<file path="config.mk">
export PLATFORM = sky130hd
export DESIGN_NAME = tccs_engine
export DESIGN_NICKNAME = d
export VERILOG_FILES = /design/src/rtl/core/tccs_pkg.sv /design/src/rtl/core/tccs_engine.sv
export SDC_FILE = /design/constraint.sdc
export NUM_CORES = 1
export LEC_CHECK = 0
export BUFFER_PORTS_ARGS = -buffer_cell sky130_fd_sc_hd__buf_2
export CORE_MARGIN = 10
export CORE_UTILIZATION = 56
export DETAILED_ROUTE_END_ITERATION = 8
export GPL_ROUTABILITY_DRIVEN = 1
export PLACE_DENSITY = 0.89
export SYNTH_ARGS = -nofsm -noshare
export SYNTH_HDL_FRONTEND = slang
export SYNTH_SLANG_ARGS = --single-unit
</file>
<file path="constraint.sdc">
create_clock -name aclk -period 6.7 [get_ports aclk]
set_input_delay 0.335 -clock aclk [delete_from_list [all_inputs] [get_ports aclk]]
set_output_delay 0.335 -clock aclk [all_outputs]
set_load 0.02 [all_outputs]
</file>
<file path="src/rtl/core/tccs_pkg.sv">
// ----------------------------------------------------------------------------
// Text console package
// Shared constants, request codes, the result record and the hex digit helper.
// ----------------------------------------------------------------------------
`default_nettype none

package tccs_pkg;

    localparam int COLUMNS_DEF = 80;
    localparam int ROWS_DEF    = 25;

    localparam int COL_W  = 7;
    localparam int ROW_W  = 5;
    localparam int POS_W  = 11;
    localparam int CHAR_W = 8;
    localparam int ACT_W  = 3;
    localparam int HEX_W  = 32;
    localparam int CELL_W = 16;

    localparam logic [ACT_W-1:0] ACT_PRINT = 3'd0;
    localparam logic [ACT_W-1:0] ACT_CLEAR = 3'd1;
    localparam logic [ACT_W-1:0] ACT_MOVE  = 3'd2;
    localparam logic [ACT_W-1:0] ACT_HEX   = 3'd3;
    localparam logic [ACT_W-1:0] ACT_READ  = 3'd4;

    localparam logic [CHAR_W-1:0] TEXT_ATTR  = 8'h07;
    localparam logic [CHAR_W-1:0] NEWLINE    = 8'h0a;
    localparam logic [CHAR_W-1:0] CHAR_ZERO  = 8'h30;
    localparam logic [CHAR_W-1:0] CHAR_X     = 8'h78;
    localparam logic [CHAR_W-1:0] CHAR_A     = 8'h61;
    localparam logic [CELL_W-1:0] BLANK_CELL = 16'h0700;

    // Characters still to come after the leading zero of a hex request.
    localparam logic [3:0] HEX_TAIL = 4'd9;

    typedef struct packed {
        logic [CHAR_W-1:0] cell_attr;
        logic [CHAR_W-1:0] cell_char;
        logic [POS_W-1:0]  cursor_position;
        logic [ROW_W-1:0]  cursor_row;
        logic [COL_W-1:0]  cursor_col;
    } res_t;

    function automatic logic [CHAR_W-1:0] hex_ascii(input logic [3:0] d);
        logic [CHAR_W-1:0] r;
        if (d <= 4'd9) begin
            r = CHAR_ZERO + {4'h0, d};
        end else begin
            r = CHAR_A + {4'h0, d} - 8'd10;
        end
        return r;
    endfunction

endpackage

`default_nettype wire

</file>
<file path="src/rtl/core/tccs_engine.sv">
// ----------------------------------------------------------------------------
// Console engine
// Sequencer that owns the cursor and the scroll origin, and drives the screen
// memory for printing, scrolling, clearing and cell reads.
// ----------------------------------------------------------------------------
`default_nettype none

module tccs_engine #(
    parameter int COLUMNS = tccs_pkg::COLUMNS_DEF,
    parameter int ROWS    = tccs_pkg::ROWS_DEF,
    parameter int CELLS   = COLUMNS * ROWS,
    parameter int AW      = $clog2(CELLS)
) (
    input  wire logic                        aclk,
    input  wire logic                        aresetn,
    input  wire logic                        in_valid,
    output logic                             in_ready,
    input  wire logic [tccs_pkg::ACT_W-1:0]  in_action,
    input  wire logic [tccs_pkg::CHAR_W-1:0] in_char,
    input  wire logic [tccs_pkg::HEX_W-1:0]  in_hex,
    input  wire logic [tccs_pkg::COL_W-1:0]  in_col,
    input  wire logic [tccs_pkg::ROW_W-1:0]  in_row,
    output logic                             res_valid,
    input  wire logic                        res_ready,
    output tccs_pkg::res_t                   res,
    output logic                             mem_we,
    output logic      [AW-1:0]               mem_waddr,
    output logic      [tccs_pkg::CELL_W-1:0] mem_wdata,
    output logic                             mem_re,
    output logic      [AW-1:0]               mem_raddr,
    input  wire logic [tccs_pkg::CELL_W-1:0] mem_rdata
);

    localparam int COL_W  = tccs_pkg::COL_W;
    localparam int ROW_W  = tccs_pkg::ROW_W;
    localparam int CHAR_W = tccs_pkg::CHAR_W;
    localparam int HEX_W  = tccs_pkg::HEX_W;

    typedef enum logic [2:0] {
        ST_SWEEP,
        ST_IDLE,
        ST_PUT,
        ST_SCROLL,
        ST_READ,
        ST_DONE
    } state_t;

    state_t              state_reg, state_next;
    logic                init_reg, init_next;
    logic [COL_W-1:0]    col_reg, col_next;
    logic [ROW_W-1:0]    row_reg, row_next;
    logic [ROW_W-1:0]    top_reg, top_next;
    logic [AW-1:0]       sweep_reg, sweep_next;
    logic [COL_W-1:0]    scol_reg, scol_next;
    logic [CHAR_W-1:0]   char_reg, char_next;
    logic [HEX_W-1:0]    hex_reg, hex_next;
    logic [3:0]          cnt_reg, cnt_next;
    logic [CHAR_W-1:0]   rd_char_reg, rd_char_next;
    logic [CHAR_W-1:0]   rd_attr_reg, rd_attr_next;

    logic                accept;
    logic [COL_W-1:0]    clamp_col;
    logic [ROW_W-1:0]    clamp_row;
    logic                is_newline;
    logic [COL_W-1:0]    put_col;
    logic [ROW_W-1:0]    put_row;
    logic                put_scroll;
    logic [CHAR_W-1:0]   fetch_char;

    function automatic logic [ROW_W-1:0] phys_row(input logic [ROW_W-1:0] r,
                                                  input logic [ROW_W-1:0] t);
        logic [ROW_W:0] s;
        s = {1'b0, r} + {1'b0, t};
        if (s >= (ROW_W+1)'(ROWS)) begin
            s = s - (ROW_W+1)'(ROWS);
        end
        return s[ROW_W-1:0];
    endfunction

    function automatic logic [AW-1:0] cell_addr(input logic [ROW_W-1:0] r,
                                                input logic [COL_W-1:0] c);
        return AW'(r * COLUMNS + c);
    endfunction

    assign accept    = in_valid && in_ready;
    assign in_ready  = (state_reg == ST_IDLE) || ((state_reg == ST_DONE) && res_ready);
    assign res_valid = (state_reg == ST_DONE);

    assign clamp_col = (in_col > COL_W'(COLUMNS - 1)) ? COL_W'(COLUMNS - 1) : in_col;
    assign clamp_row = (in_row > ROW_W'(ROWS - 1)) ? ROW_W'(ROWS - 1) : in_row;

    assign is_newline = (char_reg == tccs_pkg::NEWLINE);
    assign fetch_char = (cnt_reg == tccs_pkg::HEX_TAIL) ? tccs_pkg::CHAR_X
                                                        : tccs_pkg::hex_ascii(hex_reg[HEX_W-1 -: 4]);

    always_comb begin
        if (is_newline) begin
            put_col = '0;
            put_row = row_reg + 1'b1;
        end else begin
            put_col = col_reg + 1'b1;
            put_row = row_reg;
        end
        if (put_col >= COL_W'(COLUMNS)) begin
            put_col = '0;
            put_row = put_row + 1'b1;
        end
        put_scroll = (put_row >= ROW_W'(ROWS));
    end

    always_comb begin
        state_next   = state_reg;
        init_next    = init_reg;
        col_next     = col_reg;
        row_next     = row_reg;
        top_next     = top_reg;
        sweep_next   = sweep_reg;
        scol_next    = scol_reg;
        char_next    = char_reg;
        hex_next     = hex_reg;
        cnt_next     = cnt_reg;
        rd_char_next = rd_char_reg;
        rd_attr_next = rd_attr_reg;
        mem_we       = 1'b0;
        mem_waddr    = cell_addr(phys_row(row_reg, top_reg), col_reg);
        mem_wdata    = {tccs_pkg::TEXT_ATTR, char_reg};
        mem_re       = 1'b0;
        mem_raddr    = cell_addr(phys_row(clamp_row, top_reg), clamp_col);

        unique case (state_reg)
            ST_SWEEP: begin
                mem_we     = 1'b1;
                mem_waddr  = sweep_reg;
                mem_wdata  = tccs_pkg::BLANK_CELL;
                sweep_next = sweep_reg + 1'b1;
                if (sweep_reg == AW'(CELLS - 1)) begin
                    sweep_next = '0;
                    init_next  = 1'b0;
                    state_next = init_reg ? ST_IDLE : ST_DONE;
                end
            end
            ST_IDLE, ST_DONE: begin
                if (state_reg == ST_DONE && res_ready) begin
                    state_next = ST_IDLE;
                end
                if (accept) begin
                    rd_char_next = '0;
                    rd_attr_next = '0;
                    unique case (in_action)
                        tccs_pkg::ACT_PRINT: begin
                            char_next  = in_char;
                            cnt_next   = '0;
                            state_next = ST_PUT;
                        end
                        tccs_pkg::ACT_CLEAR: begin
                            col_next   = '0;
                            row_next   = '0;
                            top_next   = '0;
                            sweep_next = '0;
                            state_next = ST_SWEEP;
                        end
                        tccs_pkg::ACT_MOVE: begin
                            col_next   = clamp_col;
                            row_next   = clamp_row;
                            state_next = ST_DONE;
                        end
                        tccs_pkg::ACT_HEX: begin
                            char_next  = tccs_pkg::CHAR_ZERO;
                            hex_next   = in_hex;
                            cnt_next   = tccs_pkg::HEX_TAIL;
                            state_next = ST_PUT;
                        end
                        tccs_pkg::ACT_READ: begin
                            mem_re     = 1'b1;
                            state_next = ST_READ;
                        end
                        default: begin
                            state_next = ST_DONE;
                        end
                    endcase
                end
            end
            ST_READ: begin
                rd_char_next = mem_rdata[CHAR_W-1:0];
                rd_attr_next = mem_rdata[tccs_pkg::CELL_W-1:CHAR_W];
                state_next   = ST_DONE;
            end
            ST_PUT: begin
                mem_we = !is_newline;
                if (put_scroll) begin
                    col_next   = '0;
                    row_next   = ROW_W'(ROWS - 1);
                    scol_next  = '0;
                    state_next = ST_SCROLL;
                end else begin
                    col_next = put_col;
                    row_next = put_row;
                    if (cnt_reg != '0) begin
                        char_next = fetch_char;
                        cnt_next  = cnt_reg - 1'b1;
                        if (cnt_reg != tccs_pkg::HEX_TAIL) begin
                            hex_next = hex_reg << 4;
                        end
                    end else begin
                        state_next = ST_DONE;
                    end
                end
            end
            ST_SCROLL: begin
                mem_we    = 1'b1;
                mem_waddr = cell_addr(top_reg, scol_reg);
                mem_wdata = tccs_pkg::BLANK_CELL;
                scol_next = scol_reg + 1'b1;
                if (scol_reg == COL_W'(COLUMNS - 1)) begin
                    scol_next  = '0;
                    top_next   = (top_reg == ROW_W'(ROWS - 1)) ? '0 : top_reg + 1'b1;
                    state_next = ST_DONE;
                    if (cnt_reg != '0) begin
                        char_next  = fetch_char;
                        cnt_next   = cnt_reg - 1'b1;
                        state_next = ST_PUT;
                        if (cnt_reg != tccs_pkg::HEX_TAIL) begin
                            hex_next = hex_reg << 4;
                        end
                    end
                end
            end
            default: begin
                state_next = ST_IDLE;
            end
        endcase
    end

    always_ff @(posedge aclk) begin
        if (!aresetn) begin
            state_reg <= ST_SWEEP;
            init_reg  <= 1'b1;
            col_reg   <= '0;
            row_reg   <= '0;
            top_reg   <= '0;
            sweep_reg <= '0;
            scol_reg  <= '0;
            cnt_reg   <= '0;
        end else begin
            state_reg <= state_next;
            init_reg  <= init_next;
            col_reg   <= col_next;
            row_reg   <= row_next;
            top_reg   <= top_next;
            sweep_reg <= sweep_next;
            scol_reg  <= scol_next;
            cnt_reg   <= cnt_next;
        end
        char_reg    <= char_next;
        hex_reg     <= hex_next;
        rd_char_reg <= rd_char_next;
        rd_attr_reg <= rd_attr_next;
    end

    assign res.cursor_col      = col_reg;
    assign res.cursor_row      = row_reg;
    assign res.cursor_position = tccs_pkg::POS_W'(row_reg * COLUMNS + col_reg);
    assign res.cell_char       = rd_char_reg;
    assign res.cell_attr       = rd_attr_reg;

endmodule

`default_nettype wire

</file>
==> results of run 1 <==
-- metrics by stage --
step	hold WS, ns	area (µm²)	power, W	setup slack [ns]
CTS	0.231	8460	0.00217	0.984
finish	0.242	8460	0.00215	0.951
global placement	0.434	8160	0.00162	1.58
global route	0.229	8460	0.00228	0.540
floorplan	0.422	7360	0.00137	1.62
detailed placement	0.444	8160	0.00165	1.38
-- final timing paths --
kind / startpoint / to / slack, ns / cells after the start
worst max-delay path: row_reg[0] / mem_waddr[10] / 0.95 / 21
worst min-delay path: in_hex[5] / hex_reg[5] / 0.24 / 3
worst max register to register: char_reg[4] / cnt_reg[3] / 2.76 / 10
worst min register to register: init_reg / init_reg / 0.45 / 2
-- power by group --
part	switching (W)	internal [W]	leakage, nW	total (W)
sequential	0.0000681	0.000727	0.865	0.000795
clock	0.000255	0.000265	0.148	0.000520
combinational	0.000543	0.000295	2.78	0.000839
total	0.000866	0.00129	3.79	0.00215
-- per-layer routing --
layer / wire length [µm] / part of all wire, % / up-vias
met1: 7840 / 41 / 3042
met4: 281 / 1.5 / 0
met5: 0 / 0 / -
li1: - / - / 3220
met2: 9310 / 49 / 288
met3: 1550 / 8.2 / 26
-- cell type report --
cell class | instances | area [µm²] | area share (%)
multi-input combinational | 664 | 4480 | 53.0
sequential | 99 | 2540 | 30.0
clock inverter | 7 | 78.8 | 0.931
clock buffer | 9 | 225 | 2.66
timing repair buffer | 154 | 788 | 9.31
tap | 172 | 215 | 2.54
inverter | 35 | 131 | 1.55
-- critical path, cell delays in order (launching register included) --
cell and delay [ns]:
dfxtp_1 0.59, ha_1 0.24, inv_1 0.06, fa_1 0.40
nor2b_1 0.11, o21ai_0 0.10, a21boi_0 0.34, nor3_1 0.12
a211o_1 0.39, nor2_1 0.16, a21o_1 0.14, ha_1 0.24
ha_1 0.21, inv_1 0.07, fa_1 0.43, nor2b_1 0.17
o21ai_0 0.18, o32ai_1 0.47, nand3_1 0.13, mux2_2 0.28
nand3_1 0.07, buf_2 0.17
-- cells by family (layout without fill, tap and decap cells) --
| logic type | count (synthesis) | in the layout | share of synthesized area [%] |
|---|---|---|---|
| DFF | 99 | 99 | 34.7 |
| AOI/OAI and AO/OA | 160 | 160 | 15.2 |
| and+or+nand+nor | 361 | 361 | 24.0 |
| buffers and inverters | 79 | 205 | 4.93 |
| muxes | 7 | 7 | 0.989 |
| adders and majority gates | 71 | 71 | 13.1 |
| other | 2 | 8 | 0.102 |
| xor gates and xnor gates | 57 | 57 | 6.99 |
-- placed cells by master, fill, tap and decap left out, types with 14 or more instances in the layout --
master,synthesis,final
buf_2,1,147
nor2_1,45,45
a21o_1,14,14
a21oi_1,31,31
nand3_1,29,29
ha_1,61,61
and3_1,19,19
nand4_1,14,14
xnor2_1,27,27
and2_1,19,19
dfxtp_1,43,43
nand2_1,155,155
xor2_1,29,29
edfxtp_1,56,56
inv_1,35,35
o21ai_0,35,35
==> metrics.txt, run 1 <==
initial DRC count=499; full die area=18100 µm²; kind of start point of the critical path=flip-flop; top cells by area, synth=edfxtp_1, dfxtp_1, ha_1, nand2_1, xor2_1; Buffers on Ports=147; Initial Utilization=57.7%; power per cell area=254 nW/µm²; maximum clock rate=174 MHz; YS warnings=0; drt first pass iters=7; IO Pins=156; Crit path arrival time=5.41 ns; WL final=19000 µm; Post-synth EDFFs=56; # DRC=0; GR met3 Demand/Resource=5.75%; cells after synthesis=836; max_cap viols=0; Finished Core Util=66.5%; HPWL Detailed=14600 µm; # fillers=1096; RSZ-0062 raised after global routing=false; sequential area share after synthesis=34.7%; Setup Buffers After CTS=0; CTS buffer count=9; area fraction of the dominant cell type after synthesis=22.9%; Ant. Diodes=0; HP Class=input pin to flip-flop; layout cell share with drive strength beyond 1=20.1%; GRT busiest layer=met2; placed cells=1124; Synth Flop Type=edfxtp_1; top cell type by total area after synthesis=edfxtp_1; most frequent cell after synthesis=nand2_1; CTS sink cnt=99; Resized cells post-CTS=0; Clock Skew=0.0142 ns; Async SR Flop Fraction=0%; clock latency on the worst-skew pair=0.35 ns; clk root buf=clkbuf_16; global-route wire length before repair=30700 µm; Seq cells post-synth=99; CTS tree=built; Peak VDD IR=0.146 mV; antenna-violating nets left=0; Slew @ Worst Pin=0.892 ns; Max Root-Sink Buffers=2; Slew Viols, Final=0; WS Path Type=flip-flop to output pin; LEAKAGE=3.79 nW; syn avg cell area=8.78 µm²; pin count of the biggest net entering global routing=48; post-DR wirelength/cell=16.7 µm; grt ovf=0; Crit path required time=6.36 ns; Synth cell types=77; row count=41; CTS H-Tree Depth=3; Clock Pin Slew Worst Setup and Hold Paths=0.08 ns; CTS Hold Buffers Added=0; CP endpoint kind=output pin; Area Overhead vs Synth=15.3%; Vias=6576; vias in the first global route=6430; routability cong.=0.920; post-synthesis cell area=7340 µm²; final worst path period share=85.8%; outcome=finished clean; met2 usage=34.7%; post-route setup TNS=0 ns; initial antenna violation count=0; Setup violations, final=0; slew margin rel.=40.3%; CP max FO=11; Fin. Hold Viols=0; Die X=134 µm; met1 Track Usage GR=24.8%; Core Box Area=12700 µm²; Die Y-Extent=134 µm; Non-Filler Instances=1140; Post-layout nets=1109; Tot GR Track Use=20.4%; Tmin final=5.75 ns; vias per cell=5.77; Largest register FFs=32; top cells by count, synth=nand2_1, ha_1, edfxtp_1, nor2_1, dfxtp_1
Power figures use the tool's default switching activity.
==> run 2, diff against run 1 <==
--- a/config.mk
+++ b/config.mk
@@ -5,12 +5,14 @@
 export SDC_FILE = /design/constraint.sdc
 export NUM_CORES = 1
 export LEC_CHECK = 0
+export ABC_AREA = 1
 export BUFFER_PORTS_ARGS = -buffer_cell sky130_fd_sc_hd__buf_2
 export CORE_MARGIN = 10
 export CORE_UTILIZATION = 56
 export DETAILED_ROUTE_END_ITERATION = 8
 export GPL_ROUTABILITY_DRIVEN = 1
-export PLACE_DENSITY = 0.89
+export PLACE_DENSITY = 0.88
+export RECOVER_POWER = 100
 export SYNTH_ARGS = -nofsm -noshare
 export SYNTH_HDL_FRONTEND = slang
 export SYNTH_SLANG_ARGS = --single-unit
==> run 2 against run 1 <==
Net effect: the flow now finishes with violations (max-capacitance violations, max-slew violations); final cell count rose by 15%; sequential share of layout area rose by 0.29 points; die area rose by 1.4%; clock-buffer cell count rose by 2; combinational power rose by 97%; sequential power rose by 11%; critical path type unchanged.
==> metrics.txt, run 2 <==
pin count of the biggest net entering global routing=44 (was 48); LEAKAGE=4.10 nW (was 3.79 nW); Slew Viols, Final=44 (was 0); layout cell share with drive strength beyond 1=11.4% (was 20.1%); CP endpoint kind=output pin (unchanged); Crit path required time=6.36 ns (about the same); # DRC=0 (unchanged); vias per cell=5.24 (was 5.77); sequential area share after synthesis=34.1% (was 34.7%); Largest register FFs=32 (unchanged); Die X=135 µm (was 134 µm); Slowest cell on crit path=nor2_1 (was dfxtp_1); commonest non-fill, non-tap cells in the layout=nand2_1, inv_1, nor2_1, buf_2, a21oi_1 (was nand2_1, buf_2, ha_1, edfxtp_1, nor2_1); WL final=18800 µm (was 19000 µm); post-route setup TNS=0 ns (unchanged); Clock Skew=0.00443 ns (was 0.0142 ns); power per cell area=365 nW/µm² (was 254 nW/µm²); cell family with most CP delay=simple AND/OR/NAND/NOR gates (was compound AO/OA/AOI/OAI gates); # fillers=1195 (was 1096); Core Box Area=13100 µm² (was 12700 µm²); FF-to-FF path depth=9 (was 10); Die Y-Extent=135 µm (was 134 µm); top cell type by total area after synthesis=edfxtp_1 (unchanged); vias in the first global route=6633 (was 6430); failing checks=max-capacitance violations, max-slew violations; initial antenna violation count=0 (unchanged); HPWL Detailed=14800 µm (was 14600 µm); Place WS=1.86 ns (was 1.38 ns); cells after synthesis=995 (was 836); CP max FO=43 (was 11); antenna-violating nets left=0 (unchanged); most common cell after layout, fill and taps aside=nand2_1 (unchanged); Buf+Inv Stages, Crit Path=5 (was 3); Area Overhead vs Synth=12.4% (was 15.3%); IO Pins=156 (unchanged); Critical Path Max Stage Delay=1.90 ns (was 0.59 ns); RSZ-0062 raised after global routing=false (unchanged); YS warnings=0 (unchanged); Resized cells post-CTS=0 (unchanged); CTS tree=built (unchanged); Seq cells post-synth=99 (unchanged); final worst path period share=84.2% (was 85.8%); reg2reg end=hex_reg[12] (was cnt_reg[3]); Vias=6869 (was 6576); most frequent cell after synthesis=nand2_1 (unchanged); Synth Flop Type=edfxtp_1 (unchanged); Initial Utilization=56.8% (was 57.7%); syn avg cell area=7.50 µm² (was 8.78 µm²); r2r setup slk=1.27 ns (was 2.76 ns); Slew @ Worst Pin=2.61 ns (was 0.892 ns); HP Class=input pin to flip-flop (unchanged); Clock Pin Slew Worst Setup and Hold Paths=0.07 ns (was 0.08 ns); initial DRC count=517 (was 499); area fraction of the dominant cell type after synthesis=22.5% (was 22.9%); CTS H-Tree Depth=3 (unchanged); CTS sink cnt=99 (unchanged); clock latency on the worst-skew pair=0.35 ns (about the same); Tot GR Track Use=20.3% (was 20.4%); Pwr Total=0.00306 W (was 0.00215 W); Max Root-Sink Buffers=2 (unchanged); Peak VDD IR=0.200 mV (was 0.146 mV); row count=42 (was 41); Tmin final=5.64 ns (was 5.75 ns); drt first pass iters=6 (was 7); global-route wire length before repair=31000 µm (was 30700 µm); Post-layout nets=1276 (was 1109); CTS Hold Buffers Added=0 (unchanged); top cells by count, synth=nand2_1, inv_1, nor2_1, a21oi_1, ha_1 (was nand2_1, ha_1, edfxtp_1, nor2_1, dfxtp_1); post-route setup slack=1.06 ns (was 0.951 ns); maximum clock rate=177 MHz (was 174 MHz); kind of start point of the critical path=flip-flop (unchanged); top cells by area, synth=edfxtp_1, nand2_1, dfxtp_1, ha_1, inv_1 (was edfxtp_1, dfxtp_1, ha_1, nand2_1, xor2_1); worst hold path endpoint=hex_reg[9] (was hex_reg[5]); worst hold slack=0.249 ns (was 0.242 ns); Async SR Flop Fraction=0% (unchanged); routability cong.=0.977 (was 0.920); Setup violations, final=0 (unchanged); Ant. Diodes=0 (unchanged); Crit path arrival time=5.31 ns (was 5.41 ns); placed cells=1295 (was 1124); worst r2r src=state_reg[1] (was char_reg[4]); Fin. Hold Viols=0 (unchanged); clk root buf=clkbuf_16 (unchanged); Post-synth EDFFs=56 (unchanged); max_cap viols=1 (was 0); WS Path Type=flip-flop to output pin (unchanged); post-synthesis cell area=7460 µm² (was 7340 µm²); grt ovf=0 (unchanged); slew margin rel.=-74.8% (was 40.3%); post-DR wirelength/cell=14.4 µm (was 16.7 µm); CP Cell Sequence=inv_2 > nor2_1 > inv_2 > nor2_8 > inv_1 > nand2_2 > inv_1 > o21ai_0 > clkbuf_1 (was ha_1 > inv_1 > fa_1 > nor2b_1 > o21ai_0 > a21boi_0 > nor3_1 > a211o_1 > nor2_1 > a21o_1 > ha_1 > ha_1 > inv_1 > fa_1 > nor2b_1 > o21ai_0 > o32ai_1 > nand3_1 > mux2_2 > nand3_1 > buf_2); hold path depth=3 (unchanged); outcome=finished with violations (was finished clean); Buffers on Ports=147 (unchanged); Non-Filler Instances=1311 (was 1140); worst setup path start=state_reg[1] (was row_reg[0]); full die area=18300 µm² (was 18100 µm²); hold path startpoint=in_hex[9] (was in_hex[5]); CTS buffer count=9 (unchanged); Synth cell types=50 (was 77); Setup Buffers After CTS=0 (unchanged)
[run 2: cell types whose count changed in the layout (fill, tap and decap cells not counted), moves of 12 or more]
| cell | previous run | this run |
|---|---|---|
| nor2_1 | 45 | 103 |
| and2_1 | 19 | 1 |
| nand3_1 | 29 | 42 |
| inv_1 | 35 | 147 |
| buf_2 | 147 | 78 |
| nand2_1 | 155 | 255 |
| a21o_1 | 14 | 2 |
| and3_1 | 19 | 2 |
| a21oi_1 | 31 | 72 |
| nand2b_1 | 13 | 0 |
| clkbuf_1 | 0 | 71 |
| xnor2_1 | 27 | 9 |
[run 2: layer usage]
layer	global-route usage (%)	share of wire, %	vias up
li1	-	-	3467
met1	23.7	41	3131
met2	35.2	49	237
met3	5.93	7.8	34
met4	5.98	2.2	0
met5	0	0	-
[run 2: worst max-delay path by stage]
stage	to	slack [ns]	cells after the start
3_5_place_dp	mem_raddr[10]	1.86	20
3_3_place_gp	mem_raddr[10]	2.07	20
4_1_cts	mem_waddr[10]	1.51	21
6_report	mem_we	1.06	9
5_1_grt	mem_we	0.49	9
2_1_floorplan	mem_waddr[10]	2.28	21
[run 2: cell families (layout without fill, tap and decap cells)]
family | count (synthesis) | in the layout | share of synthesized area [%]
AOI/OAI and AO/OA | 146 | 146 | 11.3
xor gates and xnor gates | 40 | 40 | 4.70
adders and majority gates | 71 | 71 | 12.9
buffers and inverters | 185 | 319 | 9.99
DFF | 99 | 99 | 34.1
other | 2 | 8 | 0.101
and+or+nand+nor | 452 | 452 | 26.9
[run 2: final cells by class]
cell class / instances / area [µm²] / share of cell area, %
well taps: 176 / 220 / 2.63
clock buffers: 11 / 233 / 2.78
inverters: 155 / 582 / 6.94
repair buffers: 148 / 654 / 7.81
multi-input cells: 717 / 4100 / 48.9
clock inverters: 5 / 53.8 / 0.642
flip-flops and latches: 99 / 2540 / 30.3
[run 2: metrics by stage]
step                util [%]  cell area [µm²]
floorplan                  -             7480
global placement        63.0             8280
detailed placement      63.0             8280
CTS                     65.2             8570
global route            63.8             8380
finish                  63.8             8380
[run 2: worst register-to-register path, stage by stage (launching register included)]
cell	delay (ns)
dfxtp_1	0.36
inv_2	0.05
nor2_1	1.90
inv_2	0.93
nor2_1	0.51
inv_1	0.19
a21oi_1	0.21
nand3_1	0.20
and3_1	0.20
clkbuf_2	0.46
[run 2: power by group]
group | switching (W) | internal, W
Combinational | 0.00118 | 0.000478
Clock | 0.000230 | 0.000288
Sequential | 0.0000962 | 0.000789
Total | 0.00150 | 0.00156
